### config.mk
export PLATFORM = sky130hd
export DESIGN_NAME = tsi_ctrl
export DESIGN_NICKNAME = d
export VERILOG_FILES = /design/src/rtl/core/tsi_pkg.sv /design/src/rtl/core/tsi_ctrl.sv
export SDC_FILE = /design/constraint.sdc
export NUM_CORES = 1
export LEC_CHECK = 0
export BUFFER_PORTS_ARGS = -buffer_cell sky130_fd_sc_hd__clkbuf_2
export CORE_MARGIN = 3
export CORE_UTILIZATION = 40
export CTS_CLUSTER_DIAMETER = 150
export DETAILED_ROUTE_END_ITERATION = 7
export GPL_ROUTABILITY_DRIVEN = 0
export GPL_TIMING_DRIVEN = 0
export HOLD_SLACK_MARGIN = 0.05
export PLACE_DENSITY = 0.79
export SYNTH_ARGS = -nofsm -noshare
export SYNTH_HDL_FRONTEND = slang
export SYNTH_SLANG_ARGS = --single-unit
### constraint.sdc
create_clock -name clk -period 2.31 [get_ports clk]
set_input_delay 0.231 -clock clk [delete_from_list [all_inputs] [get_ports clk]]
set_output_delay 0.231 -clock clk [all_outputs]
set_load 0.05 [all_outputs]
### src/rtl/core/tsi_pkg.sv
// Shared package of the time series interpolator: widths, codes, payload
// types and the command and status structs between controller and datapath.
// No dependencies.
`default_nettype none
package tsi_pkg;

	localparam int TABLE_DEPTH = 1024;
	localparam int ADDR_W = $clog2(TABLE_DEPTH);
	localparam int CNT_W = ADDR_W + 1;
	localparam int TIME_W = 44;
	localparam int VAL_W = 40;
	localparam int RES_W = 41;
	localparam int WIN_W = 24;
	localparam int PROD_W = TIME_W + VAL_W;
	localparam int REM_W = TIME_W + 1;
	localparam int MCNT_W = $clog2(VAL_W);
	localparam int DCNT_W = $clog2(PROD_W);
	localparam logic [WIN_W-1:0] WIN_RESET = 24'd60999;

	typedef enum logic [1:0] {
		CMD_CLEAR  = 2'd0,
		CMD_INSERT = 2'd1,
		CMD_POINT  = 2'd2,
		CMD_PERIOD = 2'd3
	} cmd_t;

	typedef enum logic [1:0] {
		ST_OK    = 2'd0,
		ST_ORDER = 2'd1,
		ST_FULL  = 2'd2,
		ST_DUP   = 2'd3
	} status_t;

	typedef struct packed {
		cmd_t              command;
		logic [TIME_W-1:0] time_a;
		logic [TIME_W-1:0] time_b;
		logic [VAL_W-1:0]  reading_value;
	} in_t;

	typedef struct packed {
		logic signed [RES_W-1:0] result_value;
		status_t                 status;
	} out_t;

	typedef struct packed {
		logic [TIME_W-1:0] rtime;
		logic [VAL_W-1:0]  rvalue;
	} entry_t;

	// Commands from the controller to the datapath.
	typedef struct packed {
		logic accept;
		logic clear_tab;
		logic scan_init;
		logic scan_rd;
		logic scan_step;
		logic take_match;
		logic take_prev;
		logic take_zero;
		logic interp_init;
		logic mul_step;
		logic add_half;
		logic div_step;
		logic take_interp;
		logic point_save;
		logic shift_init;
		logic shift_rd;
		logic shift_wr;
		logic ins_write;
		logic set_dup;
		logic set_full;
		logic set_order;
		logic out_load;
	} ctl_cmd_t;

	// Status from the datapath to the controller.
	typedef struct packed {
		cmd_t cmd;
		logic idx_lt_count;
		logic count_zero;
		logic match;
		logic lt;
		logic eq;
		logic idx_zero;
		logic full;
		logic shift_done;
		logic mul_last;
		logic div_last;
		logic second;
		logic ta_gt_tb;
		logic out_busy;
	} ctl_stat_t;

endpackage
`default_nettype wire

### src/rtl/core/tsi_ctrl.sv
// Controller state machine of the time series interpolator.
// Depends on tsi_pkg.
`default_nettype none
module tsi_ctrl (
	input  wire logic               clk,
	input  wire logic               arst_n,
	input  wire logic               in_valid,
	output logic                    in_stall,
	input  wire tsi_pkg::ctl_stat_t st,
	output tsi_pkg::ctl_cmd_t       cmd
);

	typedef enum logic [12:0] {
		S_IDLE     = 13'b0000000000001,
		S_DECODE   = 13'b0000000000010,
		S_SCAN_RD  = 13'b0000000000100,
		S_SCAN_CHK = 13'b0000000001000,
		S_INS_CHK  = 13'b0000000010000,
		S_SHIFT_RD = 13'b0000000100000,
		S_SHIFT_WR = 13'b0000001000000,
		S_MUL      = 13'b0000010000000,
		S_HALF     = 13'b0000100000000,
		S_DIV      = 13'b0001000000000,
		S_DIV_END  = 13'b0010000000000,
		S_PT_DONE  = 13'b0100000000000,
		S_FINISH   = 13'b1000000000000
	} state_t;

	state_t state_q, state_d;
	logic   is_insert;

	assign is_insert = (st.cmd == tsi_pkg::CMD_INSERT);
	assign in_stall = (state_q != S_IDLE);

	// Next state and commands.
	always_comb begin
		state_d = state_q;
		cmd = '0;
		case (state_q)
			S_IDLE: begin
				if (in_valid) begin
					cmd.accept = 1'b1;
					state_d = S_DECODE;
				end
			end
			S_DECODE: begin
				case (st.cmd)
					tsi_pkg::CMD_CLEAR: begin
						cmd.clear_tab = 1'b1;
						state_d = S_FINISH;
					end
					tsi_pkg::CMD_PERIOD: begin
						if (st.ta_gt_tb) begin
							cmd.set_order = 1'b1;
							state_d = S_FINISH;
						end else begin
							cmd.scan_init = 1'b1;
							state_d = S_SCAN_RD;
						end
					end
					default: begin
						cmd.scan_init = 1'b1;
						state_d = S_SCAN_RD;
					end
				endcase
			end
			S_SCAN_RD: begin
				if (st.idx_lt_count) begin
					cmd.scan_rd = 1'b1;
					state_d = S_SCAN_CHK;
				end else if (is_insert) begin
					state_d = S_INS_CHK;
				end else begin
					cmd.take_zero = st.count_zero;
					cmd.take_prev = !st.count_zero;
					state_d = S_PT_DONE;
				end
			end
			S_SCAN_CHK: begin
				if (is_insert) begin
					if (st.lt) begin
						cmd.scan_step = 1'b1;
						state_d = S_SCAN_RD;
					end else if (st.eq) begin
						cmd.set_dup = 1'b1;
						state_d = S_FINISH;
					end else begin
						state_d = S_INS_CHK;
					end
				end else if (st.match) begin
					cmd.take_match = 1'b1;
					state_d = S_PT_DONE;
				end else if (st.lt) begin
					cmd.scan_step = 1'b1;
					state_d = S_SCAN_RD;
				end else if (st.idx_zero) begin
					// Before the first reading: clamp to it.
					cmd.take_match = 1'b1;
					state_d = S_PT_DONE;
				end else begin
					cmd.interp_init = 1'b1;
					state_d = S_MUL;
				end
			end
			S_INS_CHK: begin
				if (st.full) begin
					cmd.set_full = 1'b1;
					state_d = S_FINISH;
				end else begin
					cmd.shift_init = 1'b1;
					state_d = S_SHIFT_RD;
				end
			end
			S_SHIFT_RD: begin
				if (st.shift_done) begin
					cmd.ins_write = 1'b1;
					state_d = S_FINISH;
				end else begin
					cmd.shift_rd = 1'b1;
					state_d = S_SHIFT_WR;
				end
			end
			S_SHIFT_WR: begin
				cmd.shift_wr = 1'b1;
				state_d = S_SHIFT_RD;
			end
			S_MUL: begin
				cmd.mul_step = 1'b1;
				if (st.mul_last) begin
					state_d = S_HALF;
				end
			end
			S_HALF: begin
				cmd.add_half = 1'b1;
				state_d = S_DIV;
			end
			S_DIV: begin
				cmd.div_step = 1'b1;
				if (st.div_last) begin
					state_d = S_DIV_END;
				end
			end
			S_DIV_END: begin
				cmd.take_interp = 1'b1;
				state_d = S_PT_DONE;
			end
			S_PT_DONE: begin
				if (st.cmd == tsi_pkg::CMD_PERIOD && !st.second) begin
					cmd.point_save = 1'b1;
					state_d = S_SCAN_RD;
				end else begin
					state_d = S_FINISH;
				end
			end
			S_FINISH: begin
				if (!st.out_busy) begin
					cmd.out_load = 1'b1;
					state_d = S_IDLE;
				end
			end
			default: begin
				state_d = S_IDLE;
			end
		endcase
	end

	// State register.
	always_ff @(posedge clk or negedge arst_n) begin
		if (!arst_n) begin
			state_q <= S_IDLE;
		end else begin
			state_q <= state_d;
		end
	end

endmodule
`default_nettype wire

After elaboration in Yosys (flattened, before gate mapping):

Cells that the tools add are included.

* register bits after elaboration: 13
* output and inout port bits: 23
* word-level logic and storage cells: 92

* equal/unequal tests: 20
* mux-type cells: 66
* reductions and logical operators: 5

Operators with widths (count)
* 2-to-1 mux 13 bit: 14
* one-hot mux 13 bit (13 select lines): 1
* 2-to-1 mux 1 bit: 42
* one-hot mux 13 bit (2 select lines): 1
* 2-to-1 mux 12 bit: 2
* equality test 13 x 1 -> 1 bit (second input constant): 1
* equality test 13 x 10 -> 1 bit (second input constant): 1
* equality test 13 x 11 -> 1 bit (second input constant): 1
* equality test 13 x 12 -> 1 bit (second input constant): 1
* equality test 13 bit (second input constant): 1
* equality test 13 x 2 -> 1 bit (second input constant): 1
* equality test 13 x 3 -> 1 bit (second input constant): 1
* equality test 13 x 4 -> 1 bit (second input constant): 1
* equality test 13 x 5 -> 1 bit (second input constant): 1
* equality test 13 x 6 -> 1 bit (second input constant): 1
* equality test 13 x 7 -> 1 bit (second input constant): 1
* equality test 13 x 8 -> 1 bit (second input constant): 1
* equality test 13 x 9 -> 1 bit (second input constant): 1
* != test 13 x 1 -> 1 bit (second input constant): 1
* 2-to-1 mux 2 bit: 5
* != test 2 bit (second input constant): 4
* AND reduction 4 bit: 1
* equality test 2 x 1 -> 1 bit (second input constant): 1
* equality test 2 bit (second input constant): 1
* 4 further kinds: 5

Logic depth before layout (Yosys ltp):

Gate-level depths: netlist (run 1).

* depth in word-level cells: 5
* mapped depth: 6
* mapped depth without buffers: 5

Worst setup path before layout (run 1):

OpenSTA, ideal clock, no wires.

* path kind: register to register
* from: reg state_q[4]
* to: reg state_q[2]
* library setup time: 0.078 ns
* data arrival time: 3.798 ns
* required time: 2.232 ns
* path slack: -1.566 ns
* cell stages (with the launch flop): 5
* clock period less this slack: 3.876 ns
* cell sequence: dfrtp_1 > nor4_4 > nand2_1 > a2111oi_0 > or3_1

* longest elaborated chain between the ends: 3
* elaborated cells on any way between the ends: 19
* those cells by class: eq/ne: 17; mux: 1; reduce/logical: 1

Ends and longest elaborated chain
* start, declared: line tsi_ctrl.sv:29 `state_t state_q, state_d;`
* start signal, assigned: line tsi_ctrl.sv:172 `state_q <= state_d;`
* equality test 13 x 8 -> 1 bit, or another cell as far along: line tsi_ctrl.sv:39 `case (state_q)`
* != test 2 bit (no line)
* AND reduction 4 bit (no line)

Several ways; a longest one is shown, not always the timed one.
A chain may end at the register's enable or synchronous reset.

==> out/results.txt, run 1 <==
The flow ran to the end, but the final reports show violations. The checks that failed: setup timing. The design draws 1.10 mW.

STA puts the critical path data arrival time at 2160 ps. Of all cell types, the one taking the most synthesized area is dfrtp_1. The via total after detailed routing was 1311; the area share of the largest cell type after synthesis was 0.285. The first global-routing pass estimated 5610 microns of wire. The met2 capacity usage during global routing was 0.389. The clock-pin slew on the worst setup and hold paths is 80 ps, and the worst-case clock skew is 5.00 ps.

The tools report the library cell used as clock root buffer as clkbuf_4. The run gives 0.858 nW as the leakage component of the power. For this run, the post-layout net count is 218. The tools report the total of fill cells in the finished design as 179. The run gives 0.00329 sq mm as the area of the die. For the worst setup path, the data required time is 2080 ps. The routed wirelength normalized by instance count was 16.2 microns; the global-route total usage across every layer was 0.213.

For the pin with the worst max-slew slack, the measured transition is 446 ps. TritonCTS built the clock tree. The global-route congestion overflow total is 0, and the share of layout cells above drive strength 1 is 0.490. For this design, the sink count on the clock tree is 13.

Mean number of vias per cell: 5.85. Detailed placement finished with a half-perimeter wire length of 2390 microns. The register with the most flip-flops in the layout has 13 of them.

The run gives 0.00137 sq mm as the post-detailed-placement cell area. The global routing stage identified its most utilized layer as met2. The tools report the H-tree depth as 1. The tools report the nature of the critical path startpoint as a register.

The final standard cell utilization of the core is 0.722, and the cell total after placement is 202. For the final routed database, the setup TNS stands at -77.4 ps. Starting density of the core: 0.447. The overall die height is 57.4 microns, and the synthesis-stage register bit count is 13. The run gives 155 as the number of nets in the synthesized netlist. In the layout the commonest cells are clkbuf_2 (29), buf_4 (21), nor2_1 (11). The critical path in this run is classified as reg -> out. The run gives 0.0158 as the met3 routing resource usage after global routing. The logs give 17 for the row count and 3 for the number of buffers added by the clock tree synthesis step. After floorplanning, the core was sized to cover 0.00236 sq mm. Hold timing on the final database bottoms out at a slack of 138 ps. The number of antenna diodes in the final layout is 0. Leaving out fill and tap cells, the most frequent cell in the layout is clkbuf_2.

The tools report the global routing met1 resource utilization as 0.260. Clock latency on the worst-skew pair, taken at its later pin, is 290 ps. Before CTS, the worst setup slack after placement is -159 ps.

The number of slew-limit violations in the final report was 0; the part of the cycle the worst path needs was 1.03. The total power divided by cell area is 645 mW/mm^2. The tools report the via count of the first global-routing pass as 1266. During placement, the flow inserted port buffers numbering 40.

In the routed design, unresolved DRC markers number 0. The run gives 224 as the final non-filler cell total. After technology mapping, the gate count stands at 134. The run gives 0.695 as the worst relative slew slack. Sorting the synthesized cells by area gives the leading types as dfrtp_1 (28%), nor2_1 (5.7%), nand2b_1 (4.7%), nor4_1 (4.7%), nand2_1 (4.3%). The worst path needs 2390 ps of the cycle, external delays included. The tools report the number of setup violations in the final report as 1.

Setup repair after global routing could not meet its margin everywhere. The cell area after synthesis was 0.00105 sq mm. The number of antenna violations at the first check in global routing was 0. The number of endpoints with negative hold slack in the final report was 0; the maximum fanout along the worst path was 2. The Yosys step of the flow raised 0 warnings. 41 I/O pins were placed. The tools report the share of the yosys chip area belonging to registers as 0.310. In the final layout, the registers with the most flip-flops are state_q (13).

With fillers left out, the area of the finished cells amounts to 0.00170 sq mm. The min-delay analysis places its worst path in the category in -> reg. Max-cap violations in this run came to 0. Number of unique standard cell types used by synthesis: 36. Final worst setup slack: -77.4 ps. Relative to the synthesized area, the layout overhead comes to 61.6%. Entering global routing, the biggest net connects 14 pins. The largest vdd supply drop was 0.669 mV; the die outline width was 57.4 microns. STA classifies the critical path endpoint as an output port. For this block, the routed nets add up to 3620 microns of wire. The register bank with the most flops was state_q.

The detailed-routing iteration count for the pre-antenna-repair pass was 5; the timing-limited maximum frequency was 0.419 GHz. In this run the remaining antenna-violating nets after routing total 0. The clock passes through at most 2 buffers.

For the initial DRC count, the log shows 63. After synthesis, the mean cell area works out to 7.87 sq um.
-- logic make-up (layout without fill, tap and decap cells) --
group	Yosys count	in the layout	synth area share
buffers and inverters	12	74	0.0510
XOR/XNOR	2	2	0.0166
AND/OR/NAND/NOR	87	87	0.482
flip-flops	13	13	0.310
adder cells (fa/ha/maj)	3	3	0.0356
AO/OA/AOI/OAI	17	17	0.106
-- final timing paths --
path,from,to,slack (ps),depth (start not counted)
max,state_q[3]$_DFFE_PN0P_,cmd[8],-80,4
min,st[5],state_q[6]$_DFFE_PN0P_,140,2
max reg2reg,state_q[0]$_DFFE_PN1P_,state_q[0]$_DFFE_PN1P_,280,6
min reg2reg,state_q[8]$_DFFE_PN0P_,state_q[9]$_DFFE_PN0P_,720,2
max in group asynchronous,arst_n,state_q[0]$_DFFE_PN1P_,1650,2
min in group asynchronous,arst_n,state_q[10]$_DFFE_PN0P_,360,2
-- layer usage --
layer / wire length, microns / part of all wire / vias to the layer above
met3: 236 / 0.065 / 8
met1: 1440 / 0.40 / 625
met5: 0 / 0 / -
met2: 1870 / 0.52 / 60
li1: - / - / 618
met4: 76 / 0.021 / 0
-- final cells by class --
cell class | instances | area [sq um] | area share
Multi-Input combinational cell | 109 | 857 | 0.503
Timing Repair Buffer | 59 | 403 | 0.236
Sequential cell | 13 | 333 | 0.195
Tap cell | 28 | 35.0 | 0.0206
Inverter | 9 | 33.8 | 0.0198
Clock buffer | 4 | 26.3 | 0.0154
Buffer | 2 | 16.3 | 0.00954
-- worst max-delay path: stages (launching register included) --
cell and delay (ps):
dfrtp_2 410, or4_4 550, or4_4 470, nor3b_4 250, buf_8 180
-- report_power, final --
part / internal, mW / leakage, nW / total [mW] / switching, mW
clock network: 0.0673 / 0.0150 / 0.148 / 0.0810
logic: 0.242 / 0.674 / 0.670 / 0.429
registers: 0.262 / 0.169 / 0.281 / 0.0189
total: 0.571 / 0.858 / 1.10 / 0.529
-- synthesized netlist by cell type --
master     count
nor2b_1        4
nor4_1         8
a2111oi_0      2
and2_1         3
nand2_1       12
dfrtp_1       12
nor4_4         1
dfstp_2        1
o41ai_1        1
or4_4          1
o21bai_1       1
clkbuf_1       1
or4_1          2
nand4_1        4
o21ai_0        4
inv_1          9
xor2_1         2
nor3_2         1
a32o_1         1
o22ai_1        1
nor3_1         7
and3_1         4
nor3b_2        1
a211oi_1       1
ha_1           3
buf_6          1
nor4b_1        5
buf_2          1
nand2b_1       8
nand3_1        5
a21oi_1        5
nor3b_1        1
and3b_1        1
o221ai_1       1
nor2_1        16
or3_1          3
-- timing repair --
action / in CTS / in global routing
pin swaps: 4 / 4
endpoints found under the setup margin: 21 / 17
hold endpoints to repair: 12 / 0
hold buffers: 1 / 0
gates resized for setup: 20 / 39
setup buffers: 8 / 10
No activity file was read; power rests on OpenSTA's default activity.
==> inputs of run 2 (changes only) <==
--- a/config.mk
+++ b/config.mk
@@ -17,3 +17,4 @@
 export SYNTH_ARGS = -nofsm -noshare
 export SYNTH_HDL_FRONTEND = slang
 export SYNTH_SLANG_ARGS = --single-unit
+export TNS_END_PERCENT = 50
==> run 2 against run 1 <==
  * Critical path depth rose by 2
  * The flow still finishes with violations (setup timing)
  * Die area did not move
  * Critical endpoint is now cmd[3]
  * Largest cell class unchanged
  * Sequential share of layout area fell by 0.46 points
  * Global-route usage rose by 1.2 points
  * Non-clock buffer count rose by 6
  * Flip-flop and latch count did not move
==> out/results.txt, run 2 (synthesized netlist as in run 1, its figures left out) <==
The hold path startpoint is st[5]. The number of buffers added by the clock tree synthesis step was 3 (unchanged). The row count came out at 17 (unchanged). The via total after detailed routing came out at 1356 (+3.4%). The run gives 0.575 (-0.121) as the worst relative slew slack.

The worst setup path is launched from a register. The post-layout minimum cycle time came out at 2420 ps (+36.3 ps). Compared with the post-synthesis result, the final layout area differs by 66.7%. In this run the critical register-to-register path is launched from state_q[7]$_DFFE_PN0P_. For the global-route total usage across every layer, the log shows 0.225 (+0.0124).

The run gives 0.00134 sq mm (-2.1%) as the post-detailed-placement cell area. The run gives 335 sq um (+0.75%) as the sequential cell area in the final layout. For the count of antenna diodes in the layout, the log shows 0 (unchanged). TritonCTS built the clock tree. The tools report the insertion delay of the later-clocked pin in the worst-skew pair as 280 ps (about the same). The tree is rooted in a clkbuf_4. The number of setup violations in the final report was 8 (+7). The hold-critical path depth was 2 (unchanged); the worst-margin pin slew was 622 ps (+176 ps).

The net total in the final layout came out at 224 (+2.8%). The flow ran to the end, but the final reports show violations. The area of the die is 0.00329 sq mm (unchanged). The number of slew-limit violations in the final report was 0 (unchanged).

The critical setup path kind was reg -> out. For the clock net sink count, the log shows 13 (unchanged). The sum of routed wire length over all layers is 3870 microns (+7.0%). The largest registers in the layout are state_q (13). The remaining design rule violation count is 0 (unchanged). The maximum fanout along the worst path was 4 (+2); the timing-limited maximum frequency was 0.413 GHz (-1.5%). The class of the most critical hold timing path was in -> reg. The mean number of vias per cell was 5.90 (+0.73%).

The die outline width works out to 57.4 microns (unchanged). The share of layout cells above drive strength 1 is 0.500 (+0.0102). Via count of the first global-routing pass: 1271 (+0.39%). Leakage component of the power: 0.879 nW (+2.5%). The met2 capacity usage during global routing was 0.366 (-0.0226); the number of nets with antenna violations after detailed routing was 0 (unchanged). The final reports fail on setup timing. In this run the most used layer during global routing was met2. The end point of the worst hold path is state_q[6]$_DFFE_PN0P_. The HPWL after detailed placement was 2270 microns (-5.0%). Part of the cycle the worst path needs: 1.05 (+0.0157). The run gives 41 (unchanged) as the count of pins on the block boundary. The most common library cell in the layout ignoring fill and taps was buf_4.

The tools report the post-route standard cell area excluding fillers as 0.00176 sq mm (+3.2%). The clock-pin slew on the worst setup and hold paths works out to 90 ps (about the same). Detailed-routing iteration count for the pre-antenna-repair pass: 5 (unchanged).

In this run the critical register-to-register path is captured at state_q[0]$_DFFE_PN1P_. The run gives 0 (unchanged) as the number of endpoints with negative hold slack in the final report. The largest vdd supply drop came out at 0.570 mV (-15%). Number of buffers between clock root and the deepest sink: 2 (unchanged).

The H-tree depth is 1 (unchanged), and the critical path data required time is 2080 ps (about the same). The number of port buffers was 40 (unchanged). Setup repair after global routing could not meet its margin everywhere.

The worst setup path startpoint was state_q[7]$_DFFE_PN0P_. The run gives -168 ps (-8.82 ps) as the worst setup slack before clock tree synthesis. The number of antenna violations at the first check in global routing is 0 (unchanged), and the first-pass GRT wire length is 5870 microns (+4.7%). The worst-case clock skew was 3.86 ps (-1.13 ps); the overall die height was 57.4 microns (unchanged). The met3 routing resource usage after global routing is 0.0385 (+0.0226), and the flip-flop count of the largest register, all copies and words added is 13 (unchanged).

The total of fill cells in the finished design was 160 (-11%). The max-capacitance violation count is 0 (unchanged). The top cell types in the final layout, fill and taps aside, are buf_4 (29), clkbuf_2 (24), nor2_1 (12).

The register bank with the most flops is state_q. For the pin count of the biggest net entering global routing, the log shows 14 (unchanged). The final worst setup slack is -114 ps (-36.3 ps). Global routing met1 resource utilization: 0.305 (+0.0452). Data arrival time of the critical path: 2190 ps (+30 ps). The multi-input gate area in the final layout is 841 sq um (-1.9%), and the starting density of the core is 0.447 (unchanged). The number of cells traversed by the worst register-to-register path was 11 (+5). The kind of capture point of the worst setup path is an output port. The global-route congestion overflow total was 0 (unchanged).

Routed wirelength normalized by instance count: 16.8 microns (+4.2%). The tools report the area of the core as 0.00236 sq mm (unchanged). The minimum setup slack among reg-to-reg paths is 60 ps (-220 ps). The initial DRC count was 101 (+60%).

The total power divided by cell area is 637 mW/mm^2 (-1.2%).
-- run 2: area by class of cell --
class,count,area share
repair buffers,66,0.274
clock buffers,4,0.0149
multi-input cells,109,0.478
well taps,28,0.0199
inverters,9,0.0192
flip-flops and latches,13,0.191
plain buffers,1,0.00285
-- run 2: metrics by stage --
| step | cells | setup TNS [ps] | utilization | hold slack [ps] | power, mW |
|---|---|---|---|---|---|
| after detailed placement | 202 | -168 | 0.568 | 148 | 0.782 |
| after global routing | 230 | -986 | 0.745 | 163 | 1.19 |
| final | 230 | -530 | 0.745 | 164 | 1.12 |
| after CTS | 222 | -142 | 0.680 | 146 | 1.05 |
| after floorplan | 134 | -1430 | - | -64.6 | 0.666 |
| after global placement | 202 | -165 | 0.568 | 146 | 0.774 |
-- run 2: repair_timing --
item,CTS,global route
pin swaps,5,6
gates cloned,0,0
resized for setup,33,38
setup buffers,16,10
endpoints found under the setup margin,20,19
endpoints found under the hold margin,12,0
hold buffers,1,0
-- run 2: power breakdown --
group | total [mW] | switching, mW | internal (mW) | leakage, nW
registers | 0.285 | 0.0222 | 0.263 | 0.166
clock network | 0.148 | 0.0814 | 0.0670 | 0.0150
logic | 0.687 | 0.432 | 0.256 | 0.698
total | 1.12 | 0.535 | 0.585 | 0.879
-- run 2: how the worst max path moves through the flow --
stage	to	slack, ps	cells past startpoint
2_1_floorplan	state_q[2]$_DFFE_PN0P_	-310	6
3_3_place_gp	cmd[8]	-160	5
3_5_place_dp	cmd[8]	-170	5
4_1_cts	cmd[8]	-110	5
5_1_grt	cmd[14]	-170	6
6_report	cmd[3]	-110	6
-- run 2: worst max-delay path, cell delays in order (launching register included) --
cell,delay (ps)
dfrtp_2,430
nor4_4,360
buf_4,200
nand4_1,220
nand2b_4,240
nor2_1,240
buf_6,210
-- run 2: per-layer routing --
metal | vias up | routed length, microns
met5 | - | 0
met4 | 0 | 92
met3 | 10 | 312
met2 | 83 | 2000
met1 | 623 | 1460
li1 | 640 | -
